**config.mk**
```make
export PLATFORM = sky130hd
export DESIGN_NAME = owdr_ctrl
export DESIGN_NICKNAME = d
export VERILOG_FILES = /design/src/hdl/owdr_pkg.sv /design/src/hdl/owdr_ctrl.sv
export SDC_FILE = /design/constraint.sdc
export NUM_CORES = 1
export LEC_CHECK = 0
export BUFFER_PORTS_ARGS = -buffer_cell sky130_fd_sc_hd__buf_4
export CAP_MARGIN = 40
export CORE_AREA = 2 2 39 41
export CTS_CLUSTER_SIZE = 12
export DETAILED_ROUTE_END_ITERATION = 8
export DIE_AREA = 0 0 41 43
export PLACE_DENSITY = 0.88
export SETUP_SLACK_MARGIN = 0.4
export SLEW_MARGIN = 10
export SYNTH_ARGS = -nofsm -noshare
export SYNTH_HDL_FRONTEND = slang
export SYNTH_SLANG_ARGS = --single-unit
```
**constraint.sdc**
```tcl
create_clock -name clk -period 3.8 [get_ports clk]
set_input_delay 0.76 -clock clk [delete_from_list [all_inputs] [get_ports clk]]
set_output_delay 0.76 -clock clk [all_outputs]
set_load 0.1 [all_outputs]
```
**src/hdl/owdr_pkg.sv**
```systemverilog
// Shared constants, command codes and controller types for the omni wheel
// drive ramp. No dependencies; every other file of the block imports it.
package owdr_pkg;

  // Wheel and fixed-point geometry
  localparam int WHEELS          = 3;
  localparam int WHEEL_IDX_W     = $clog2(WHEELS);
  localparam int MAX_WHEEL_SPEED = 100;
  localparam int FRAC_BITS       = 8;
  localparam int SPD_W           = 8;
  localparam int MAG_W           = SPD_W - 1;
  localparam int TGT_W           = $clog2(MAX_WHEEL_SPEED * (1 << FRAC_BITS) + 1) + 1;
  localparam int SET_W           = 9;
  localparam int COEF_W          = 16;
  localparam int COEF_SHIFT      = 16;
  localparam int SUM_W           = SET_W + COEF_W + 3;
  localparam int ROUND_SHIFT     = COEF_SHIFT - FRAC_BITS;

  // Q0.16 coefficients: sqrt(3)/2 and 0.2 * 3.14
  localparam logic [COEF_W-1:0] COEF_SQ3_2 = 16'd56756;
  localparam logic [COEF_W-1:0] COEF_Z     = 16'd41157;

  // Speed setting
  localparam int SPEED_LIMIT = 250;
  localparam int SPEED_RESET = 20;

  // Configuration registers
  localparam int BASE_W      = 16;
  localparam int STEP_W      = 6;
  localparam int CFG_IDX_W   = 4;
  localparam int CFG_DATA_W  = 16;
  localparam int PWM_RESET   = 399;
  localparam int STEP_RESET  = 10;
  localparam logic [CFG_IDX_W-1:0] REG_PWM_BASE   = 4'd0;
  localparam logic [CFG_IDX_W-1:0] REG_SPEED_STEP = 4'd1;

  // Period divider: 3 quotient bits per cycle over a 24-bit dividend
  localparam int PER_W          = 23;
  localparam int PERIOD_SCALE   = 100;
  localparam int DIV_RADIX_BITS = 3;
  localparam int DIV_W          = 24;
  localparam int DIV_ITERS      = DIV_W / DIV_RADIX_BITS;
  localparam int ITER_W         = $clog2(DIV_ITERS);
  localparam int REM_W          = MAG_W + 1;

  // Command letters
  localparam logic [7:0] CMD_FWD      = 8'h41;  // 'A'
  localparam logic [7:0] CMD_BACK_L   = 8'h42;  // 'B'
  localparam logic [7:0] CMD_SIDE_L   = 8'h43;  // 'C'
  localparam logic [7:0] CMD_BACK_D   = 8'h44;  // 'D'
  localparam logic [7:0] CMD_BACK     = 8'h45;  // 'E'
  localparam logic [7:0] CMD_DIAG_F   = 8'h46;  // 'F'
  localparam logic [7:0] CMD_SIDE_R   = 8'h47;  // 'G'
  localparam logic [7:0] CMD_DIAG_H   = 8'h48;  // 'H'
  localparam logic [7:0] CMD_MODE_TGL = 8'h4C;  // 'L'
  localparam logic [7:0] CMD_SPD_UP   = 8'h58;  // 'X'
  localparam logic [7:0] CMD_SPD_DN   = 8'h59;  // 'Y'
  localparam logic [7:0] CMD_HALT     = 8'h5A;  // 'Z'

  typedef enum logic [3:0] {
    ST_IDLE,
    ST_DECODE,
    ST_MUL_Y,
    ST_MUL_Z,
    ST_SUM,
    ST_RAMP,
    ST_DIV_LOAD,
    ST_DIV_STEP,
    ST_DIV_STORE,
    ST_OUT
  } owdr_state_t;

  // Controller to datapath
  typedef struct packed {
    logic                   capture;
    logic                   decode;
    logic                   mul_y;
    logic                   mul_z;
    logic                   sum_en;
    logic                   ramp_en;
    logic                   div_load;
    logic                   div_step;
    logic                   div_store;
    logic                   out_load;
    logic [WHEEL_IDX_W-1:0] wheel;
  } owdr_cmd_t;

  // Datapath to controller
  typedef struct packed {
    logic is_drive;
    logic out_busy;
  } owdr_stat_t;

endpackage

```
**src/hdl/owdr_ctrl.sv**
```systemverilog
// Sequencer of the omni wheel drive ramp: steps the datapath through
// command decode, kinematics and the per-wheel period division. Uses owdr_pkg.
module owdr_ctrl
  import owdr_pkg::*;
(
  input  logic       clk,
  input  logic       rst_n,
  input  logic       in_valid,
  input  logic       in_kind,
  output logic       in_ready,
  input  owdr_stat_t stat,
  output owdr_cmd_t  cmd
);

  owdr_state_t            state_r, state_nxt;
  logic [WHEEL_IDX_W-1:0] wheel_r, wheel_nxt;
  logic [ITER_W-1:0]      iter_r, iter_nxt;
  logic                   iter_last;
  logic                   wheel_last;

  assign iter_last  = (iter_r == ITER_W'(DIV_ITERS - 1));
  assign wheel_last = (wheel_r == WHEEL_IDX_W'(WHEELS - 1));

  // Next state
  always_comb begin
    state_nxt = state_r;
    case (state_r)
      ST_IDLE: begin
        if (in_valid) state_nxt = in_kind ? ST_RAMP : ST_DECODE;
      end
      ST_DECODE:    state_nxt = stat.is_drive ? ST_MUL_Y : ST_IDLE;
      ST_MUL_Y:     state_nxt = ST_MUL_Z;
      ST_MUL_Z:     state_nxt = ST_SUM;
      ST_SUM:       state_nxt = ST_IDLE;
      ST_RAMP:      state_nxt = ST_DIV_LOAD;
      ST_DIV_LOAD:  state_nxt = ST_DIV_STEP;
      ST_DIV_STEP: begin
        if (iter_last) state_nxt = ST_DIV_STORE;
      end
      ST_DIV_STORE: state_nxt = wheel_last ? ST_OUT : ST_DIV_LOAD;
      ST_OUT: begin
        if (!stat.out_busy) state_nxt = ST_IDLE;
      end
      default:      state_nxt = ST_IDLE;
    endcase
  end

  // Wheel and iteration counters
  always_comb begin
    wheel_nxt = wheel_r;
    iter_nxt  = iter_r;
    case (state_r)
      ST_RAMP:      wheel_nxt = '0;
      ST_DIV_LOAD:  iter_nxt  = '0;
      ST_DIV_STEP:  iter_nxt  = iter_r + ITER_W'(1);
      ST_DIV_STORE: wheel_nxt = wheel_r + WHEEL_IDX_W'(1);
      default: ;
    endcase
  end

  // Outputs
  always_comb begin
    in_ready      = 1'b0;
    cmd           = '0;
    cmd.wheel     = wheel_r;
    case (state_r)
      ST_IDLE: begin
        in_ready    = 1'b1;
        cmd.capture = in_valid;
      end
      ST_DECODE:    cmd.decode    = 1'b1;
      ST_MUL_Y:     cmd.mul_y     = 1'b1;
      ST_MUL_Z:     cmd.mul_z     = 1'b1;
      ST_SUM:       cmd.sum_en    = 1'b1;
      ST_RAMP:      cmd.ramp_en   = 1'b1;
      ST_DIV_LOAD:  cmd.div_load  = 1'b1;
      ST_DIV_STEP:  cmd.div_step  = 1'b1;
      ST_DIV_STORE: cmd.div_store = 1'b1;
      ST_OUT:       cmd.out_load  = !stat.out_busy;
      default: ;
    endcase
  end

  always_ff @(posedge clk) begin
    if (!rst_n) begin
      state_r <= ST_IDLE;
      wheel_r <= '0;
      iter_r  <= '0;
    end else begin
      state_r <= state_nxt;
      wheel_r <= wheel_nxt;
      iter_r  <= iter_nxt;
    end
  end

endmodule

```
== Word level (Yosys, flattened, before mapping) ==
Index checks and enable logic that the tools add are counted.
W data, S select, Z words.
Cells by class
  add/subtract/negate cells: 2
  equal/unequal tests: 14
  multiplexer cells: 20
  reduce and logical (&&, ||, !) cells: 5
Operator list (count)
  $pmux W4 S9: 1
  $eq A4 B3 Y1 const B: 4
  $mux W4: 4
  $mux W1: 11
  $eq A4 B2 Y1 const B: 2
  $eq A4 B4 Y1 const B: 2
  $ne A2 B2 Y1 const B: 3
  $pmux W3 S2: 1
  $eq A4 B1 Y1 const B: 1
  $logic_not A4 Y1: 1
  $pmux W2 S2: 1
  $reduce_bool A2 Y1: 2
  $add A3 B1 Y3 const B: 1
  $eq A3 B3 Y1 const B: 1
  $mux W3: 1
  $reduce_and A3 Y1: 1
  $add A2 B1 Y2 const B: 1
  $eq A2 B2 Y1 const B: 1
  $mux W2: 1
  $logic_not A1 Y1: 1
Word-level totals
  flip-flop bits (word level): 9
  output and inout port bits: 13
  word-level logic and storage cells: 44

== Logic depth before layout (Yosys ltp) ==
  depth in word-level cells: 3
  depth in mapped cells: 6
  gate-level depth less buffers: 6

== Worst setup path before layout ==
Ideal clock, no wire load.
  path type: reg-to-output
  start: register state_r[2]
  end: output port cmd[11] in the netlist's numbering
  data arrival time: 4.574 ns
  setup slack: -1.534 ns
  stages on the path, launching flop included: 4
  path through: dfxtp_1 > buf_2 > nor4_1 > and2_1
RTL lines
  start, declared: RTL line owdr_ctrl.sv:15  | owdr_state_t state_r, state_nxt;
  start signal, assigned: RTL line owdr_ctrl.sv:90  | state_r <= state_nxt;
  end, declared: RTL line owdr_ctrl.sv:12  | output owdr_cmd_t cmd

==> results.yml <==
status:
  outcome: "completed"
logic_synthesis:
  synth_seq_area_share: 0.277
  async_reset_ff_frac: 0
  synth.area.top_cells: "dfxtp_1 (28%), ha_1 (5.8%), nand2_1 (5.2%), nor3_1 (4.6%), o21ai_0 (4.6%)"
  syn_nets: 90
  synth_area_um2: 651
  synth_area_leader_cell: "dfxtp_1"
  synth_cells: 81
  synth_edf_count: 0
  synthTopCellsByCount: "dfxtp_1 (9), nand2_1 (9), nor3_1 (6), o21ai_0 (6)"
  synthFlopType: "dfxtp_1"
  ys_types: 28
  syn_area_per_cell_um2: 8.03
  synth_top_area_frac: 0.277
  yosys_register_bits: 9
  yosysWarnings: 0
global_routing:
  grt_usage: 0.190
  grt_overflow: 0
  grt_pass1_vias: 551
  antenna_found_initial: 0
  grt_pass1_wl_mm: 2.32
  grt_start_max_net_pins: 21
die:
  die_width_um: 41
  start_util: 0.470
  die-area_um2: 1760
  fp.coreArea_um2: 1380
  ioPinCount: 19
  die_y_um: 43
  rows: 14
clock_network:
  cts_max_level: 1
  cts_root_buf: "clkbuf_4"
  clock_sinks: 9
  cts_tree: "yes"
  ctsResizeCount: 0
  post-cts-setup-buffers: 0
  hold_buffers: 0
  clockBufferDepth: 2
  cts_buffers: 3
  insertion_delay_ns: 0.26
  clk_pin_slew_ns: 0.07
route:
  top_layer_used: "met4"
  met1_length_um: 668
  routed-wl-met3_um: 82
  detail_route.wl_per_cell_um: 12.3
  drt_pass1_iterations: 4
  detail-route-antenna-nets: 0
  vias: 627
  wl_met2_um: 634
  drt-initial-drc-count: 12
  drcViolationCount: 0
  viasPerCell: 5.50
  totalWireLength_mm: 1.40
layout:
  drive_gt1_frac: 0.327
  fill_cells: 120
  final_nets: 108
  final-seq-area_um2: 180
  multi_input_area_um2: 450
  insertedDiodeCount: 0
  syn2layout_area_growth_pct: 27.7
placed_design:
  portBuffers: 18
  pre_cts_ws_ns: 1.52
  gp_congestion: 0.781
  dp_hpwl_mm: 1.01
power:
  power.density_nw_per_um2: 453
  leakage_uw: 0.000356
  p_int_uw: 187
  p_switching_uw: 190
  p_clk_frac: 0.198
  irDropWorstVdd_v: 0.000235
  comb_power_share: 0.466
  seqPwrFrac: 0.335
  p_sw_frac: 0.504
timing:
  post-route-period-util: 0.681
  layout_setup_ws_ns: 1.21
  tns_ns: 0
  hold_violations: 0
  slew_headroom: 0.537
  worst_pin_slew_ns: 0.694
  drv_slew: 0
  clock_skew_ns: 0.00432
  rsz0062_at_grt: "false"
  max_freq_mhz: 387
  finalSetupViolCount: 0
  period_needed_ns: 2.59
critical_path:
  cp_max_fo: 16
  worstPathArrival_ns: 1.83
  critical_path_class: "flop to output pin"
  start_kind: "flop"
  critical_path_required_ns: 3.04
  end_kind: "output pin"
run:
  max_cap_viol_count: 0
hold_path:
  hold_class: "flop to flop"
==> power by group through the flow <==
stage | logic (uW) | registers [uW] | clock network [uW]
after detailed placement | 176 | 128 | 0
after CTS | 176 | 126 | 78.0
final | 176 | 126 | 74.6
after floorplan | 158 | 115 | 0
after global placement | 175 | 126 | 0
after global routing | 185 | 129 | 82.7
==> layout make-up <==
class | instances | share of cell area
inverters | 5 | 0.0226
multi-input cells | 62 | 0.542
clock buffers | 4 | 0.0316
well taps | 16 | 0.0241
repair buffers | 18 | 0.163
flip-flops and latches | 9 | 0.217
==> logic make-up (layout without fill, tap and decap cells) <==
| kind of cell | count (synthesis) | count (layout) | share of synthesized area |
|---|---|---|---|
| adders and majority gates | 3 | 3 | 0.0577 |
| DFF | 9 | 9 | 0.277 |
| xor gates and xnor gates | 1 | 1 | 0.0135 |
| AOI/OAI and AO/OA | 22 | 22 | 0.256 |
| and+or+nand+nor | 36 | 36 | 0.321 |
| buffers and inverters | 10 | 27 | 0.0750 |
==> stage by stage <==
stage	instances	total power [uW]	hold WS, ns	instance area (um^2)	utilization
global route	114	396	0.494	831	0.600
CTS	114	380	0.474	831	0.600
floorplan	81	273	0.445	679	-
finish	114	376	0.472	831	0.600
detailed placement	110	304	0.465	805	0.581
global placement	110	302	0.453	805	0.581
==> registers in the layout (all words and copies together), names as in the netlist <==
name and count:
iter_r 3, wheel_r 2, state_r 4
==> final timing paths <==
path                           start                       to  slack (ns)  depth (start not counted)
max          state_r[2]$_SDFFE_PN0P_                   cmd[4]        1.21                          4
min           iter_r[2]$_SDFFE_PN0P_   iter_r[2]$_SDFFE_PN0P_        0.47                          2
max reg2reg  state_r[3]$_SDFFE_PN0P_  state_r[3]$_SDFFE_PN0P_        2.11                          4
min reg2reg   iter_r[2]$_SDFFE_PN0P_   iter_r[2]$_SDFFE_PN0P_        0.47                          2
==> routing by layer <==
metal | GRT usage | up-vias
met1 | 0.284 | 272
met3 | 0.0314 | 4
met5 | 0 | -
met4 | 0.0800 | 0
met2 | 0.259 | 24
li1 | - | 327
==> placed cells by master (no fill, tap or decap), types with 4 or more instances in the layout <==
master / netlist / layout
a21oi_1: 5 / 5
o21ai_0: 6 / 6
nand2_1: 9 / 9
inv_1: 5 / 5
dfxtp_1: 9 / 9
buf_4: 2 / 18
nor3_1: 6 / 4
nand2b_1: 4 / 4
==> critical path: stages, from the launching register on <==
cell and delay (ns):
dfxtp_1 0.77, and3b_1 0.31, nand2_1 0.11, inv_1 0.09, buf_4 0.28
Power figures use the tool's default switching activity.
